<file path="config.mk">
export PLATFORM = sky130hd
export DESIGN_NAME = bracket_list_lexer_core
export DESIGN_NICKNAME = d
export VERILOG_FILES = /design/src/design/bll_pkg.sv /design/src/design/bracket_list_lexer_core.sv
export SDC_FILE = /design/constraint.sdc
export NUM_CORES = 1
export LEC_CHECK = 0
export ABC_AREA = 1
export CORE_AREA = 8 8 198 200
export CTS_CLUSTER_DIAMETER = 200
export DETAILED_ROUTE_END_ITERATION = 7
export DIE_AREA = 0 0 206 208
export DONT_BUFFER_PORTS = 1
export PLACE_DENSITY_LB_ADDON = 0.1
export SYNTH_ARGS = -nofsm -noshare
export SYNTH_HDL_FRONTEND = slang
export SYNTH_SLANG_ARGS = --single-unit
</file>
<file path="constraint.sdc">
create_clock -name clk -period 4 [get_ports clk]
set_clock_uncertainty 0.05 [all_clocks]
set_input_delay 0.2 -clock clk [delete_from_list [all_inputs] [get_ports clk]]
set_output_delay 0.2 -clock clk [all_outputs]
set_load 0.03 [all_outputs]
</file>
<file path="src/design/bll_pkg.sv">
`default_nettype none

package bll_pkg;

    // lexer mode, one-hot
    typedef enum logic [3:0] {
        MODE_IDLE = 4'b0001,
        MODE_TEXT = 4'b0010,
        MODE_BCOM = 4'b0100,
        MODE_LCOM = 4'b1000
    } mode_t;

    // result kinds
    localparam logic [2:0] K_TEXT      = 3'd0;
    localparam logic [2:0] K_OPEN      = 3'd1;
    localparam logic [2:0] K_CLOSE     = 3'd2;
    localparam logic [2:0] K_EOF       = 3'd3;
    localparam logic [2:0] K_UNCLOSED  = 3'd4;
    localparam logic [2:0] K_UNMATCHED = 3'd5;

    // characters with a meaning of their own
    localparam logic [7:0] CH_LBRACK = 8'h5B;
    localparam logic [7:0] CH_RBRACK = 8'h5D;
    localparam logic [7:0] CH_HASH   = 8'h23;
    localparam logic [7:0] CH_LPAREN = 8'h28;
    localparam logic [7:0] CH_RPAREN = 8'h29;
    localparam logic [7:0] CH_LF     = 8'h0A;
    localparam logic [7:0] CH_CR     = 8'h0D;
    localparam logic [7:0] CH_TAB    = 8'h09;
    localparam logic [7:0] CH_SPACE  = 8'h20;

    // text settings
    localparam int          TEXT_BITS       = 16;
    localparam logic [15:0] TEXT_INDEX_MAX  = 16'hFFFF;
    localparam logic [15:0] KEEP_LIMIT_INIT = 16'd255;

    // result queue
    localparam int         RES_DEPTH    = 4;
    localparam int         RES_PTR_BITS = 2;
    localparam logic [2:0] RES_ROOM_MAX = 3'(RES_DEPTH - 2);

endpackage

`default_nettype wire

</file>
<file path="src/design/bracket_list_lexer_core.sv">
// Streaming lexer for a parenthesis list format.
// Input channel: one request per character (ch) or end-of-file mark (at_end),
// taken when in_valid is high and in_stall is low.
// Output channel: one request per result (kind, ch_out, first_of_token,
// text_pos, line, last), taken when out_valid is high and out_stall is low;
// last marks the final result caused by one input request.
// Configuration: cfg_data sets the text keep limit on cfg_valid with
// cfg_ready, which is always high; write it only while the lexer is idle.
// Inputs are registered in the input stage, results in the result queue.
// Throughput: one input per cycle unless in_stall; lexer state is registered.
// End of file inside a bracket comment gives two results, which the
// single-result output port delivers one after the other.
// A four-entry result queue behind the lexing stage lets input keep flowing
// while the receiver stalls; in_stall rises once it holds more than two.
// Reset clears the queue, the input stage and the lexer state (line 1,
// no nesting) and restores the keep limit to 255.
`default_nettype none

module bracket_list_lexer_core
    import bll_pkg::*;
#(
    parameter int LINE_BITS  = 20,
    parameter int DEPTH_BITS = 16
)
(
    input  wire logic                 clk,
    input  wire logic                 rst_n,
    // input requests
    input  wire logic                 in_valid,
    output logic                      in_stall,
    input  wire logic [7:0]           ch,
    input  wire logic                 at_end,
    // result requests
    output logic                      out_valid,
    input  wire logic                 out_stall,
    output logic [2:0]                kind,
    output logic [7:0]                ch_out,
    output logic                      first_of_token,
    output logic [TEXT_BITS-1:0]      text_pos,
    output logic [LINE_BITS-1:0]      line,
    output logic                      last,
    // configuration
    input  wire logic                 cfg_valid,
    output logic                      cfg_ready,
    input  wire logic [TEXT_BITS-1:0] cfg_data
);

    localparam logic [LINE_BITS-1:0]  LINE_MAX  = {LINE_BITS{1'b1}};
    localparam logic [LINE_BITS-1:0]  LINE_ONE  = LINE_BITS'(1);
    localparam logic [DEPTH_BITS-1:0] DEPTH_MAX = {DEPTH_BITS{1'b1}};
    localparam logic [DEPTH_BITS-1:0] DEPTH_ONE = DEPTH_BITS'(1);

    // configuration register
    logic [TEXT_BITS-1:0] keep_limit_reg;

    assign cfg_ready = 1'b1;

    always_ff @(posedge clk or negedge rst_n)
    begin
        if (!rst_n)
        begin
            keep_limit_reg <= KEEP_LIMIT_INIT;
        end
        else if (cfg_valid && cfg_ready)
        begin
            keep_limit_reg <= cfg_data;
        end
    end

    // input stage
    logic       s1_valid_reg;
    logic [7:0] s1_ch_reg;
    logic       s1_end_reg;
    logic       s1_adv;
    logic       in_take;

    logic [2:0] count_reg;

    assign s1_adv   = s1_valid_reg && (count_reg <= RES_ROOM_MAX);
    assign in_stall = s1_valid_reg && !s1_adv;
    assign in_take  = in_valid && !in_stall;

    always_ff @(posedge clk or negedge rst_n)
    begin
        if (!rst_n)
        begin
            s1_valid_reg <= 1'b0;
        end
        else if (in_take)
        begin
            s1_valid_reg <= 1'b1;
        end
        else if (s1_adv)
        begin
            s1_valid_reg <= 1'b0;
        end
    end

    always_ff @(posedge clk)
    begin
        if (in_take)
        begin
            s1_ch_reg  <= ch;
            s1_end_reg <= at_end;
        end
    end

    // lexer state
    mode_t                 mode_reg,   mode_next;
    logic [DEPTH_BITS-1:0] depth_reg,  depth_next;
    logic [LINE_BITS-1:0]  line_reg,   line_next;
    logic [LINE_BITS-1:0]  cstart_reg, cstart_next;
    logic [TEXT_BITS-1:0]  tidx_reg,   tidx_next;

    logic [LINE_BITS-1:0]  line_inc;
    logic [DEPTH_BITS-1:0] depth_dec;
    logic [TEXT_BITS-1:0]  tidx_eff;

    logic [1:0]           push_n;
    logic [2:0]           r0_kind;
    logic [7:0]           r0_ch;
    logic                 r0_first;
    logic [TEXT_BITS-1:0] r0_pos;
    logic [LINE_BITS-1:0] r0_line;

    assign line_inc  = (line_reg != LINE_MAX) ? line_reg + LINE_ONE : line_reg;
    assign depth_dec = (depth_reg != '0) ? depth_reg - DEPTH_ONE : depth_reg;
    assign tidx_eff  = (mode_reg == MODE_TEXT) ? tidx_reg : '0;

    // next state and results of the item in the input stage
    always_comb
    begin
        mode_next   = mode_reg;
        depth_next  = depth_reg;
        line_next   = line_reg;
        cstart_next = cstart_reg;
        tidx_next   = tidx_reg;
        push_n      = 2'd0;
        r0_kind     = K_EOF;
        r0_ch       = 8'd0;
        r0_first    = 1'b0;
        r0_pos      = '0;
        r0_line     = line_reg;

        if (s1_adv)
        begin
            unique case (mode_reg)
                MODE_BCOM:
                begin
                    if (s1_end_reg)
                    begin
                        // unclosed comment, then end of file
                        r0_kind    = K_UNCLOSED;
                        r0_line    = cstart_reg;
                        push_n     = 2'd2;
                        mode_next  = MODE_IDLE;
                        depth_next = '0;
                    end
                    else if (s1_ch_reg == CH_LBRACK)
                    begin
                        if (depth_reg != DEPTH_MAX)
                        begin
                            depth_next = depth_reg + DEPTH_ONE;
                        end
                    end
                    else if (s1_ch_reg == CH_RBRACK)
                    begin
                        depth_next = depth_dec;
                        if (depth_dec == '0)
                        begin
                            mode_next = MODE_IDLE;
                        end
                    end
                    else if (s1_ch_reg == CH_LF)
                    begin
                        line_next = line_inc;
                    end
                end
                MODE_LCOM:
                begin
                    if (s1_end_reg)
                    begin
                        push_n    = 2'd1;
                        mode_next = MODE_IDLE;
                    end
                    else if (s1_ch_reg == CH_LF)
                    begin
                        line_next = line_inc;
                        mode_next = MODE_IDLE;
                    end
                end
                default:
                begin
                    if (s1_end_reg)
                    begin
                        push_n    = 2'd1;
                        mode_next = MODE_IDLE;
                    end
                    else
                    begin
                        unique case (s1_ch_reg) inside
                            CH_SPACE, CH_TAB, CH_CR:
                            begin
                                mode_next = MODE_IDLE;
                            end
                            CH_LF:
                            begin
                                line_next = line_inc;
                                mode_next = MODE_IDLE;
                            end
                            CH_LPAREN:
                            begin
                                r0_kind   = K_OPEN;
                                push_n    = 2'd1;
                                mode_next = MODE_IDLE;
                            end
                            CH_RPAREN:
                            begin
                                r0_kind   = K_CLOSE;
                                push_n    = 2'd1;
                                mode_next = MODE_IDLE;
                            end
                            CH_LBRACK:
                            begin
                                mode_next   = MODE_BCOM;
                                depth_next  = DEPTH_ONE;
                                cstart_next = line_reg;
                            end
                            CH_RBRACK:
                            begin
                                r0_kind   = K_UNMATCHED;
                                push_n    = 2'd1;
                                mode_next = MODE_IDLE;
                            end
                            CH_HASH:
                            begin
                                mode_next = MODE_LCOM;
                            end
                            default:
                            begin
                                // text character
                                mode_next = MODE_TEXT;
                                r0_kind   = K_TEXT;
                                r0_ch     = s1_ch_reg;
                                r0_first  = (mode_reg != MODE_TEXT);
                                r0_pos    = tidx_eff;
                                if (tidx_eff < keep_limit_reg)
                                begin
                                    push_n = 2'd1;
                                end
                                tidx_next = (tidx_eff != TEXT_INDEX_MAX) ?
                                            tidx_eff + TEXT_BITS'(1) : tidx_eff;
                            end
                        endcase
                    end
                end
            endcase
        end
    end

    always_ff @(posedge clk or negedge rst_n)
    begin
        if (!rst_n)
        begin
            mode_reg   <= MODE_IDLE;
            depth_reg  <= '0;
            line_reg   <= LINE_ONE;
            cstart_reg <= LINE_ONE;
            tidx_reg   <= '0;
        end
        else
        begin
            mode_reg   <= mode_next;
            depth_reg  <= depth_next;
            line_reg   <= line_next;
            cstart_reg <= cstart_next;
            tidx_reg   <= tidx_next;
        end
    end

    // result queue
    logic [2:0]           kind_mem  [RES_DEPTH];
    logic [7:0]           ch_mem    [RES_DEPTH];
    logic                 first_mem [RES_DEPTH];
    logic [TEXT_BITS-1:0] pos_mem   [RES_DEPTH];
    logic [LINE_BITS-1:0] line_mem  [RES_DEPTH];
    logic                 last_mem  [RES_DEPTH];

    logic [RES_PTR_BITS-1:0] wr_ptr_reg;
    logic [RES_PTR_BITS-1:0] rd_ptr_reg;
    logic [RES_PTR_BITS-1:0] wr_ptr_inc;
    logic                    pop;

    assign wr_ptr_inc = wr_ptr_reg + RES_PTR_BITS'(1);
    assign pop        = out_valid && !out_stall;

    always_ff @(posedge clk)
    begin
        if (push_n != 2'd0)
        begin
            kind_mem[wr_ptr_reg]  <= r0_kind;
            ch_mem[wr_ptr_reg]    <= r0_ch;
            first_mem[wr_ptr_reg] <= r0_first;
            pos_mem[wr_ptr_reg]   <= r0_pos;
            line_mem[wr_ptr_reg]  <= r0_line;
            last_mem[wr_ptr_reg]  <= (push_n == 2'd1);
        end
        // second result is always the end-of-file token
        if (push_n == 2'd2)
        begin
            kind_mem[wr_ptr_inc]  <= K_EOF;
            ch_mem[wr_ptr_inc]    <= 8'd0;
            first_mem[wr_ptr_inc] <= 1'b0;
            pos_mem[wr_ptr_inc]   <= '0;
            line_mem[wr_ptr_inc]  <= line_reg;
            last_mem[wr_ptr_inc]  <= 1'b1;
        end
    end

    always_ff @(posedge clk or negedge rst_n)
    begin
        if (!rst_n)
        begin
            wr_ptr_reg <= '0;
            rd_ptr_reg <= '0;
            count_reg  <= '0;
        end
        else
        begin
            wr_ptr_reg <= wr_ptr_reg + RES_PTR_BITS'(push_n);
            if (pop)
            begin
                rd_ptr_reg <= rd_ptr_reg + RES_PTR_BITS'(1);
            end
            count_reg <= count_reg + {1'b0, push_n} - {2'b00, pop};
        end
    end

    // output port
    assign out_valid      = (count_reg != 3'd0);
    assign kind           = kind_mem[rd_ptr_reg];
    assign ch_out         = ch_mem[rd_ptr_reg];
    assign first_of_token = first_mem[rd_ptr_reg];
    assign text_pos       = pos_mem[rd_ptr_reg];
    assign line           = line_mem[rd_ptr_reg];
    assign last           = last_mem[rd_ptr_reg];

endmodule

`default_nettype wire

</file>
## Word level (Yosys, flattened, before mapping)

Memories as Yosys holds them, arrays and structs flattened.
Cells that the tools add are included.

- Flip-flop bits (word level): 109
- Bits in latches: 0
- Bits in writable memories: 196
- Bits in read-only memories: 0
- Input port bits: 30
- Output and inout port bits: 52
- Memories: 6

Memory list:

| name | words | bits a word | rd ports | clocked after Yosys merged registers in | wr ports | line | source |
|---|---|---|---|---|---|---|---|
| line_mem | 4 | 20 | 1 | 0 | 2 | bracket_list_lexer_core.sv:286 | `logic [LINE_BITS-1:0] line_mem [RES_DEPTH];` |
| pos_mem | 4 | 16 | 1 | 0 | 2 | bracket_list_lexer_core.sv:285 | `logic [TEXT_BITS-1:0] pos_mem [RES_DEPTH];` |
| ch_mem | 4 | 8 | 1 | 0 | 2 | bracket_list_lexer_core.sv:283 | `logic [7:0] ch_mem [RES_DEPTH];` |
| kind_mem | 4 | 3 | 1 | 0 | 2 | bracket_list_lexer_core.sv:282 | `logic [2:0] kind_mem [RES_DEPTH];` |
| first_mem | 4 | 1 | 1 | 0 | 2 | bracket_list_lexer_core.sv:284 | `logic first_mem [RES_DEPTH];` |
| last_mem | 4 | 1 | 1 | 0 | 2 | bracket_list_lexer_core.sv:287 | `logic last_mem [RES_DEPTH];` |

- $add $sub $neg: 9
- Multiply operators: 0
- Div/mod/pow operators: 0
- $lt $le $gt $ge: 2
- Equality and inequality tests: 26
- Shift-type cells: 0
- Muxes and demuxes: 59
- Bitwise operators: 4
- Reduce and logical (&&, ||, !) cells: 24

Operator list:

| cell | count |
|---|---|
| 16-bit 2-to-1 mux | 13 |
| 20-bit 2-to-1 mux | 10 |
| 16-bit by 1-bit adder with 16-bit output, second input constant | 2 |
| 8-bit by 6-bit == test with 1-bit output, second input constant | 4 |
| 8-bit 2-to-1 mux | 4 |
| 16-bit inequality test, second input constant | 2 |
| 16-bit one-hot mux with 2 select lines | 1 |
| 4-bit 2-to-1 mux | 7 |
| 8-bit by 4-bit == test with 1-bit output, second input constant | 3 |
| 20-bit by 1-bit adder with 20-bit output, second input constant | 1 |
| 20-bit inequality test, second input constant | 1 |
| 8-bit by 7-bit == test with 1-bit output, second input constant | 2 |
| 16-bit zero test | 1 |
| 16-bit < comparator | 1 |
| 16-bit nonzero test | 1 |
| 16-bit by 1-bit subtractor with 16-bit output, second input constant | 1 |
| 1-bit 2-to-1 mux | 13 |
| 3-bit inequality test, second input constant | 4 |
| 3-bit one-hot mux with 4 select lines | 1 |
| 4-bit one-hot mux with 3 select lines | 1 |
| 4-bit AND reduction | 3 |
| 3-bit 2-to-1 mux | 3 |
| 9-bit OR reduction | 1 |
| 4-bit one-hot mux with 2 select lines | 1 |
| other kinds (29) | 43 |

## Longest topological paths before layout

Gate-level depths: netlist of run 1.

- Depth after elaboration: 11
- Depth in mapped cells: 23
- Gate-level depth less buffers: 22

## Worst setup path before layout of run 1

No wires, ideal clock.

- Path type: register to register
- From: register mode_reg[2]
- To: memory line_mem[0][0] (enable)
- Setup time: 0.377 ns
- Arrival time: 2.716 ns
- Data required time: 3.573 ns
- Slack: 0.857 ns
- Cell stages (with the launch flop): 19
- Path buffers: 3
- Period minus slack after synthesis: 3.143 ns
- Path through: dfrtp_1 nor2_2 nand2_2 buf_6 nor2_1 ha_1 a21oi_1 o21ai_0 nand2_1 a21oi_1 nor2_1 nand2_1 nand3_1 nand3_2 nand2_1 buf_4 nand2_1 buf_6 nand2_1

RTL lines:

| what | line | source |
|---|---|---|
| start: declaration | bracket_list_lexer_core.sv:109 | `mode_t mode_reg, mode_next;` |
| start signal: assignment | bracket_list_lexer_core.sv:273 | `mode_reg <= mode_next;` |
| end: declaration | bracket_list_lexer_core.sv:286 |  |

## Worst setup path in the final report of run 1

- From: register mode_reg[2]
- To: register count_reg[2]

- Longest elaborated chain between the ends: 10
- Elaborated cells between the ends (all ways): 12
- Classes of those cells: 2 x add/sub; 1 x order compare; 3 x eq/ne; 6 x mux

RTL lines:

| what | line | source |
|---|---|---|
| 4-bit by 2-bit == test with 1-bit output | bracket_list_lexer_core.sv:128 | `assign tidx_eff = (mode_reg == MODE_TEXT) ? tidx_reg : '0;` |
| 16-bit 2-to-1 mux | bracket_list_lexer_core.sv:128 |  |
| 16-bit < comparator | bracket_list_lexer_core.sv:247 | `if (tidx_eff < keep_limit_reg)` |
| 1-bit 2-to-1 mux | bracket_list_lexer_core.sv:247 |  |
| 1-bit one-hot mux with 2 select lines | bracket_list_lexer_core.sv:201 | `unique case (s1_ch_reg) inside` |
| 1-bit 2-to-1 mux | bracket_list_lexer_core.sv:194 | `if (s1_end_reg)` |
| 2-bit one-hot mux with 2 select lines (*) | bracket_list_lexer_core.sv:147 | `unique case (mode_reg)` |
| 2-bit 2-to-1 mux (*) | bracket_list_lexer_core.sv:145 | `if (s1_adv)` |
| 3-bit by 2-bit adder with 3-bit output (*) | bracket_list_lexer_core.sv:335 | `count_reg <= count_reg + {1'b0, push_n} - {2'b00, pop};` |
| 3-bit by 1-bit subtractor with 3-bit output (*) | bracket_list_lexer_core.sv:335 |  |
| end signal: assignment | bracket_list_lexer_core.sv:335 |  |
| end: declaration | bracket_list_lexer_core.sv:77 | `logic [2:0] count_reg;` |

Mark *: on every way between the ends. The rest lies on a longest branch, timed or not.
A chain may end at the register's enable or synchronous reset.

==> results.yml, run 1 <==
place:
  gp_congestion: 0.855
  place_inst: 2484
  io_buffers: 0
  dpl.hpwl_mm: 28.9
finish:
  largest_reg_flops: 80
  ff_latch_area_sq_um: 7510
  fin_nets: 2139
  regMostFlops: "line_mem"
  fin_util_pct: 49.4
  drive_above_1_share_pct: 7.86
  area_delta_synth_final_pct: 11.6
  multiInputGateArea_sq_um: 7360
  fin_cells: 2582
  top_regs: "line_mem: 80 flops, pos_mem: 64 flops, ch_mem: 32 flops"
  n_fill_cell: 3609
yosys:
  netlist_area_sq_um: 16000
  synthTopCellsByCount: "nand2_1 (432), nor2_1 (297), o21ai_0 (267)"
  post_synth_num_cell_types: 50
  synth-async-reset-ratio_pct: 32.8
  ys_ff_latch: 305
  netlist.area_leader.share_pct: 16.7
  yosys_most_used_dff: "dfxtp_1"
  post-synth-top-count-cell: "nand2_1"
  yosysSeqAreaShare_pct: 47.0
  synth_fp_nets: 2164
  synth.top_cells.by_area: "edfxtp_1 (17%), dfxtp_1 (15%), dfrtp_1 (14%)"
  yosys_warnings: 0
  synthCells: 2110
  synth-edff-count: 89
  synth_area_leader_cell: "edfxtp_1"
  avgSynthCellArea_sq_um: 7.58
cts:
  cts_tree: "done"
  cts_hold_buf: 30
  ctsResizeCount: 0
  post_cts_buffers: 0
  h-tree-depth: 2
  cts_buffers: 37
  root_buffer: "clkbuf_16"
  clk_latency_ns: 0.54
  clkSinkCount: 305
  clock_path_buffers: 3
  path_clk_slew_ns: 0.06
global_routing:
  grtUsageMet3_pct: 3.99
  grtUsageMet2_pct: 35.1
  grt_pass1_wl_mm: 74.1
  use_met1_pct: 27.9
  grt_pass1_vias: 13461
  antenna_found_initial: 2
  busiest_layer: "met2"
  grt_use_total_pct: 21.5
  gr-total-overflow: 0
  grt_max_degree: 159
setup_path:
  rrSetupSlack_ns: 0.34
  worst_ep_arrival_time_ns: 4.07
  crit_path_max_fanout: 13
  worstSetupEndpointType: "register"
  worstSetupPathType: "reg2reg"
  required_ns: 4.41
  startpoint_type: "register"
status:
  outcome: "completed"
floorplanning:
  die-area_sq_um: 42800
  die_width_um: 206
  rows: 70
  die_h_um: 208
  pin_count: 82
  start_util_pct: 44.3
  core_area_sq_um: 36100
pwr:
  power_frac_seq_pct: 34.4
  p_per_area_nw_per_um2: 765
  vdd_drop_max_v: 0.000634
  p_switching_mw: 6.05
  p_int_mw: 7.61
  p_leak_nw: 7.88
  clockPowerShare_pct: 23.2
  switching_share_pct: 44.3
  pwr-share-comb_pct: 42.3
routing:
  post_drt_via_cell_ratio: 5.41
  dr.pass1.iters: 5
  wl_per_cell_um: 17.8
  vias: 13963
  drtAntennaViolNets: 0
  routed_wl_mm: 46.0
  drtIter0Drc: 819
  drc: 0
sta:
  max_freq_mhz: 273
  fin_crit_sh_pct: 91.6
  drv_slew: 0
  worst_pin_slew_ns: 0.900
  rsz0062_at_grt: "no"
  setup_viol: 0
  relSlewSlack_pct: 39.8
  final_hold_viol_count: 0
  layout_min_cycle_time_ns: 3.66
  finalSetupTns_ns: 0
run:
  max_cap_violations: 0
min_path:
  min_path_type: "in2async"
==> metal layers <==
| metal | vias to the layer above | part of all wire, % | wire length, um |
|---|---|---|---|
| met4 | 2 | 3.2 | 1490 |
| met5 | - | 0.022 | 10 |
| li1 | 6940 | - | - |
| met1 | 6640 | 45 | 20500 |
| met2 | 309 | 47 | 21600 |
| met3 | 72 | 5.2 | 2380 |
==> area by class of cell <==
class	count	share of cell area, %
sequential	305	42.1
clock buffer	56	5.81
multi-input combinational	1515	41.3
timing repair buffer	74	3.84
tap	468	3.28
antenna	1	0.0140
clock inverter	11	0.470
inverter	152	3.20
==> worst max-delay path: stages, from the launching register on <==
cell and delay (ns):
dfrtp_1 0.40, nor2_2 0.23, nand2_2 0.27, nor2_1 0.24, ha_1 0.28, a21oi_1 0.15, nor2_1 0.05, a211oi_1 0.17
nand2_1 0.10, nand2_1 0.07, nand2_1 0.06, nand3_1 0.09, nand3_2 0.12, ha_1 0.30, inv_1 0.05, ha_1 0.13
inv_1 0.05, fa_1 0.38, xnor2_1 0.22, xor2_1 0.18
==> cells in the final DEF (no fill, tap or decap), types with 30 or more instances in the layout <==
cell type / netlist / final
nor2_1: 297 / 290
buf_4: 2 / 41
a21oi_1: 121 / 121
nor3_1: 30 / 30
o21ai_0: 267 / 267
nand2_1: 432 / 431
nand3_1: 162 / 162
xor2_1: 48 / 48
inv_1: 140 / 138
dfxtp_1: 116 / 116
edfxtp_1: 89 / 89
dfrtp_1: 89 / 88
o22ai_1: 52 / 52
clkbuf_16: 0 / 37
==> cell families (layout without fill, tap and decap cells) <==
group | after synthesis | after routing | synth area share, %
buf+inv | 290 | 293 | 7.22
compound gates | 455 | 455 | 14.9
mux | 1 | 1 | 0.0704
fa+ha+maj | 24 | 24 | 1.93
xor+xnor | 54 | 54 | 2.96
flops | 305 | 305 | 47.0
simple gates | 980 | 980 | 25.9
other cells | 1 | 2 | 0.0235
==> per-stage QoR <==
stage | cell area (sq um) | total power [mW] | hold slack, ns | setup WS, ns
after detailed placement | 16400 | 10.5 | -0.139 | 0.341
after global routing | 17800 | 14.6 | 0.230 | 0.0662
after floorplan | 16000 | 9.03 | -0.146 | 0.857
after global placement | 16400 | 10.4 | -0.140 | 0.494
final | 17800 | 13.7 | 0.232 | 0.337
after CTS | 17800 | 13.8 | 0.209 | 0.342
==> power by group through the flow <==
stage / Clock [mW] / Combinational, mW / Sequential, mW
3_3_place_gp: 0 / 5.70 / 4.74
3_5_place_dp: 0 / 5.78 / 4.76
6_report: 3.17 / 5.78 / 4.70
2_1_floorplan: 0 / 4.44 / 4.59
4_1_cts: 3.24 / 5.83 / 4.70
5_1_grt: 3.37 / 6.44 / 4.82
==> final timing paths <==
kind                           startpoint           endpoint  cells past startpoint
hold / removal                      rst_n       depth_reg[4]                      2
setup / recovery              mode_reg[2]       count_reg[2]                     19
min in group clk                    ch[3]       s1_ch_reg[3]                      1
setup reg to reg              mode_reg[2]       count_reg[2]                     19
hold reg to reg            kind_mem[2][0]     kind_mem[2][0]                      2
max in group asynchronous           rst_n  keep_limit_reg[6]                      2
Power figures use the tool's default switching activity.
==> inputs of run 2 (changes only) <==
CORE_AREA = 8 8 235 169   (was 8 8 198 200)
DIE_AREA = 0 0 243 177   (was 0 0 206 208)
==> run 2 against run 1 <==
- maximum frequency increased by 0.57%
- setup slack improved by 0.021 ns
- die area up 0.38%
- clock power down 2%
- highest routed layer is now met4
==> results.yml, run 2 (synthesis results as in run 1) <==
floorplanning:
  pin_count: 82
  core_area_sq_um: 36300
  die_width_um: 243
  start_util_pct: 44.0
  die_h_um: 177
  die-area_sq_um: 43000
  rows: 59
setup_path:
  timing.rr.end: "count_reg[2]"
  crit_path_max_fanout: 13
  required_ns: 4.37
  path_delay_family: "simple AND/OR/NAND/NOR gates"
  crit_buf_inv: 2
  worstSetupPathType: "reg2reg"
  worst_ep_arrival_time_ns: 4.02
  crit_path_max_incr_delay_ns: 0.40
  reg2regPathDepth: 19
  cp_cell_sequence: "nor2_2, nand2_2, nor2_1, ha_1, nand2_1, nor2_1, a211oi_1, nand2_1, nand2_1, nand2_1, nand3_1, nand3_2, ha_1, inv_1, ha_1, inv_1, fa_1, xnor2_1, xor2_1"
  critical_path_depth: 19
  worstSetupEndpointType: "register"
  cp_slowest_cell: "dfrtp_1"
  rrSetupSlack_ns: 0.36
  timing.rr.start: "mode_reg[2]"
  path_common_cell: "nand2_1"
  startpoint_type: "register"
routing:
  drtAntennaViolNets: 0
  drc: 0
  routed_wl_mm: 46.9
  vias: 13963
  dr.pass1.iters: 5
  wl_per_cell_um: 18.1
  post_drt_via_cell_ratio: 5.38
  drtIter0Drc: 1281
place:
  io_buffers: 0
  gp_congestion: 0.883
  dpl.hpwl_mm: 30.0
  placed_area_sq_um: 16400
sta:
  setup_viol: 0
  worst_pin_slew_ns: 1.12
  fin_crit_sh_pct: 91.1
  drv_slew: 0
  rsz0062_at_grt: "no"
  relSlewSlack_pct: 24.8
  finalSetupTns_ns: 0
  final_hold_viol_count: 0
  timing.hold.ws_ns: 0.261
  layout_min_cycle_time_ns: 3.64
  max_freq_mhz: 275
global_routing:
  grt_max_degree: 101
  grt_use_total_pct: 21.5
  grt_pass1_wl_mm: 74.8
  gr-total-overflow: 0
  grt_pass1_vias: 12966
  antenna_found_initial: 0
finish:
  largest_reg_flops: 80
  antennaDiodeCount: 0
  layout_common_cells: "nand2_1 (431), nor2_1 (289), o21ai_0 (267)"
  top_regs: "line_mem: 80 flops, pos_mem: 64 flops, ch_mem: 32 flops"
  drive_above_1_share_pct: 7.79
  n_fill_cell: 3614
  mostFrequentLayoutCell: "nand2_1"
  final_area_sq_um: 17800
  regMostFlops: "line_mem"
  fin_nets: 2134
  area_delta_synth_final_pct: 11.4
pwr:
  total_power_mw: 13.6
  p_per_area_nw_per_um2: 765
  p_leak_nw: 7.85
  vdd_drop_max_v: 0.000400
min_path:
  hp-start: "at_end"
  hold_end: "s1_end_reg"
  whs_path_depth: 1
  min_path_type: "in2reg"
cts:
  clkSinkCount: 305
  path_clk_slew_ns: 0.06
  post_cts_buffers: 0
  clock_path_buffers: 3
  h-tree-depth: 2
  cts_buffers: 34
  root_buffer: "clkbuf_16"
  cts_tree: "done"
  clk_latency_ns: 0.51
status:
  outcome: "completed"
run:
  max_cap_violations: 0
run 2: changes by cell type in the layout (fill, tap and decap cells not counted), sizes merged:
| cell | delta |
|---|---|
| clkbuf | -5 |
| buf | -2 |
| bufinv | +1 |
| clkinv | -1 |
| diode | -1 |
| inv | -1 |
run 2: worst max-delay path by stage:
stage,start,end,slack [ns]
floorplan,mode_reg[2],line_mem[0][0],0.86
global placement,mode_reg[0],count_reg[2],0.50
detailed placement,mode_reg[2],count_reg[2],0.36
CTS,mode_reg[2],count_reg[2],0.33
global route,mode_reg[0],count_reg[2],0.002
finish,mode_reg[2],count_reg[2],0.36
run 2: layout make-up:
class | count | area (sq um) | area share [%]
well taps | 488 | 611 | 3.43
inverters | 152 | 571 | 3.20
clock buffers | 51 | 986 | 5.54
clock inverters | 10 | 101 | 0.569
flip-flops and latches | 305 | 7510 | 42.2
multi-input cells | 1515 | 7370 | 41.4
repair buffers | 72 | 658 | 3.70
run 2: what timing repair did:
action	4_1_cts	5_1_grt
resized for setup	0	1
hold buffers	30	0
endpoints found under the hold margin	128	0
setup endpoints to repair	0	1
run 2: per-stage QoR:
stage,util (%),setup slack [ns],instances
after global routing,49.0,0.00158,2593
after detailed placement,45.1,0.359,2502
after floorplan,-,0.857,2110
final,49.0,0.358,2593
after global placement,45.1,0.498,2502
after CTS,49.0,0.328,2593
run 2: worst register-to-register path: stages, from the launching register on:
cell      delay, ns
dfrtp_1        0.40
nor2_2         0.22
nand2_2        0.25
nor2_1         0.28
ha_1           0.28
nand2_1        0.09
nor2_1         0.05
a211oi_1       0.22
nand2_1        0.11
nand2_1        0.07
nand2_1        0.07
nand3_1        0.09
nand3_2        0.12
ha_1           0.30
inv_1          0.06
ha_1           0.13
inv_1          0.05
fa_1           0.37
xnor2_1        0.19
xor2_1         0.18
run 2: where the power goes:
group	internal (mW)	leakage [nW]	switching (mW)
Sequential	4.23	3.09	0.501
Combinational	1.52	4.23	4.26
Clock	1.84	0.536	1.28
Total	7.59	7.85	6.03
run 2: metal layers:
metal / vias to the layer above / track usage, % / part of all wire, %
met1: 6536 / 33.4 / 51
met4: 0 / 3.91 / 1.4
met2: 436 / 31.2 / 41
met5: - / 0 / 0
li1: 6934 / - / -
met3: 57 / 3.50 / 7.0
==> inputs of run 3 (changes only) <==
ABC_AREA = 0   (was 1)
CORE_AREA = 8 8 228 164   (was 8 8 235 169)
CTS_CLUSTER_DIAMETER = unset   (was 200)
DIE_AREA = 0 0 236 172   (was 0 0 243 177)
==> run 3 against run 2 <==
- combinational power decreased by 49%
- synthesized cell count down 32%
- setup slack got worse by 0.19 ns
- critical path type unchanged
- design area is 3.5% lower
- largest power group is now sequential cells
- non-clock buffer count grew 14
- first-iteration DRC count down 37%
- maximum frequency shrank 4.9%
- sequential share of layout area is 1.6 points higher
- sequential cell count did not move
==> results.yml, run 3 <==
setup_path:
  critPathLaunch: "mode_reg[2]"
  crit_path_max_incr_delay_ns: 0.43
  worst_ep_arrival_time_ns: 4.17
  required_ns: 4.34
  cp_slowest_cell: "dfrtp_2"
  crit_buf_inv: 4
  path_common_cell: "ha_1"
  crit_path_max_fanout: 9
  worstSetupEndpointType: "register"
  path_delay_family: "adder cells"
  timing.rr.start: "mode_reg[2]"
  startpoint_type: "register"
  worstSetupPathType: "reg2reg"
  cp_cell_sequence: "nor4b_4, buf_4, buf_6, and2_1, ha_1, o21ai_1, o2111ai_2, a211oi_2, nand2_1, nand3b_1, a22o_1, ha_1, inv_1, ha_1, inv_1, fa_2, xor2_1, xnor2_1"
sta:
  drv_slew: 0
  worst_pin_slew_ns: 1.12
  timing.hold.ws_ns: 0.123
  fin_crit_sh_pct: 95.7
  max_freq_mhz: 261
  finalSetupTns_ns: 0
  final_hold_viol_count: 0
  setup_viol: 0
  layout_min_cycle_time_ns: 3.83
  relSlewSlack_pct: 24.5
  worst_slack_ns: 0.170
cts:
  clock_path_buffers: 3
  path_clk_slew_ns: 0.06
  h-tree-depth: 2
  cts_buffers: 34
  clk_latency_ns: 0.52
  cts_tree: "done"
  clkSinkCount: 305
  root_buffer: "clkbuf_16"
pwr:
  pwr-share-comb_pct: 29.5
  p_per_area_nw_per_um2: 587
  clockPowerShare_pct: 29.5
  total_power_mw: 10.1
  p_leak_nw: 6.65
  p_int_mw: 6.53
  vdd_drop_max_v: 0.000346
  p_switching_mw: 3.56
  power_frac_seq_pct: 41.0
  switching_share_pct: 35.3
finish:
  regMostFlops: "line_mem"
  drive_above_1_share_pct: 20.8
  fin_util_pct: 50.5
  area_delta_synth_final_pct: 14.4
  final_area_sq_um: 17200
  mostFrequentLayoutCell: "nand2_1"
  top_regs: "line_mem: 80 flops, pos_mem: 64 flops, ch_mem: 32 flops"
  layout_common_cells: "nand2_1 (250), o21ai_0 (137), dfxtp_1 (116)"
  largest_reg_flops: 80
  fin_nets: 1516
  n_fill_cell: 3063
  fin_cells: 1932
yosys:
  netlist.area_leader.share_pct: 17.8
  synth_area_leader_cell: "edfxtp_1"
  post-synth-top-count-cell: "nand2_1"
  synthTopCellsByCount: "nand2_1 (250), o21ai_0 (139), dfxtp_1 (116)"
  synth_fp_nets: 1494
  yosys_most_used_dff: "dfxtp_1"
  ys_ff_latch: 305
  netlist_area_sq_um: 15000
  synth-async-reset-ratio_pct: 32.8
  yosysSeqAreaShare_pct: 50.0
  post_synth_num_cell_types: 76
  synth.top_cells.by_area: "edfxtp_1 (18%), dfxtp_1 (15%), dfrtp_1 (15%)"
  avgSynthCellArea_sq_um: 10.4
  synth-edff-count: 89
  yosys_warnings: 0
  synthCells: 1440
floorplanning:
  rows: 57
  start_util_pct: 44.1
  pin_count: 82
  die-area_sq_um: 40600
  core_area_sq_um: 34000
  die_h_um: 172
  die_width_um: 236
routing:
  drtAntennaViolNets: 0
  drc: 0
  wl_per_cell_um: 20.7
  drtIter0Drc: 805
  dr.pass1.iters: 5
  vias: 10822
  post_drt_via_cell_ratio: 5.60
  routed_wl_mm: 40.0
min_path:
  hp-start: "in_valid"
  min_path_type: "in2reg"
global_routing:
  grt_pass1_wl_mm: 63.5
  grt_use_total_pct: 19.6
  gr-total-overflow: 0
  grt_max_degree: 101
  grt_pass1_vias: 10608
  antenna_found_initial: 4
run:
  max_cap_violations: 0
place:
  placed_area_sq_um: 15700
  gp_congestion: 0.865
  io_buffers: 0
  dpl.hpwl_mm: 26.1
  dp_slack_ns: -0.0237
  place_inst: 1832
status:
  outcome: "completed"
==> run 3: cell count changes after synthesis, sizes merged, moves of 50 or more <==
| cell | previous run | this run |
|---|---|---|
| inv | 150 | 38 |
| nand3 | 167 | 51 |
| nand2 | 438 | 250 |
| nor2 | 315 | 61 |
| o21ai | 269 | 143 |
| a21oi | 121 | 33 |
| o22ai | 52 | 2 |
| mux2 | 1 | 105 |
==> run 3: cell type report <==
class	instances	area, sq um	area share, %
well taps	442	553	3.22
multi-input cells	996	7090	41.3
inverters	39	146	0.852
clock buffers	48	945	5.50
clock inverters	13	96.3	0.561
repair buffers	86	818	4.76
diodes	3	7.51	0.0437
flip-flops and latches	305	7520	43.8
==> run 3: cells by family after synthesis <==
kind of cell | after synthesis | share of synthesized area, %
AND/OR/NAND/NOR | 527 | 16.9
flip-flops | 305 | 50.0
AO/OA/AOI/OAI | 246 | 9.52
multiplexers | 161 | 15.7
buffers and inverters | 139 | 3.64
XOR/XNOR | 37 | 2.16
adder cells (fa/ha/maj) | 24 | 2.05
other | 1 | 0.0250
==> run 3: power by group through the flow <==
stage	registers [mW]	logic, mW	clock network [mW]
after floorplan	3.88	2.34	0
after global placement	4.20	2.87	0
after detailed placement	4.21	2.90	0
after CTS	4.15	2.96	3.05
after global routing	4.21	3.23	3.18
final	4.14	2.97	2.97
==> run 3: metal layers <==
layer	track usage, %	wire (um)
met1	30.0	20400
met2	28.7	16800
met3	3.46	2190
met4	4.10	587
met5	0	13
==> run 3: repair_timing <==
item | CTS | global route
setup buffers | 0 | 5
pin swaps | 0 | 8
gates cloned | 0 | 1
gates resized for setup | 1 | 15
hold buffers | 30 | 0
setup endpoints to repair | 1 | 2
hold endpoints to repair | 128 | 0
==> run 3: path summary, 6_finish.rpt <==
| check | end | slack [ns] | cells past startpoint |
|---|---|---|---|
| max | count_reg[2] | 0.17 | 18 |
| min | s1_ch_reg[0] | 0.12 | 1 |
| max reg2reg | count_reg[2] | 0.17 | 18 |
| min reg2reg | pos_mem[1][14] | 0.40 | 2 |
| max in group asynchronous | rd_ptr_reg[0] | 3.19 | 2 |
| min in group asynchronous | keep_limit_reg[12] | 0.25 | 2 |
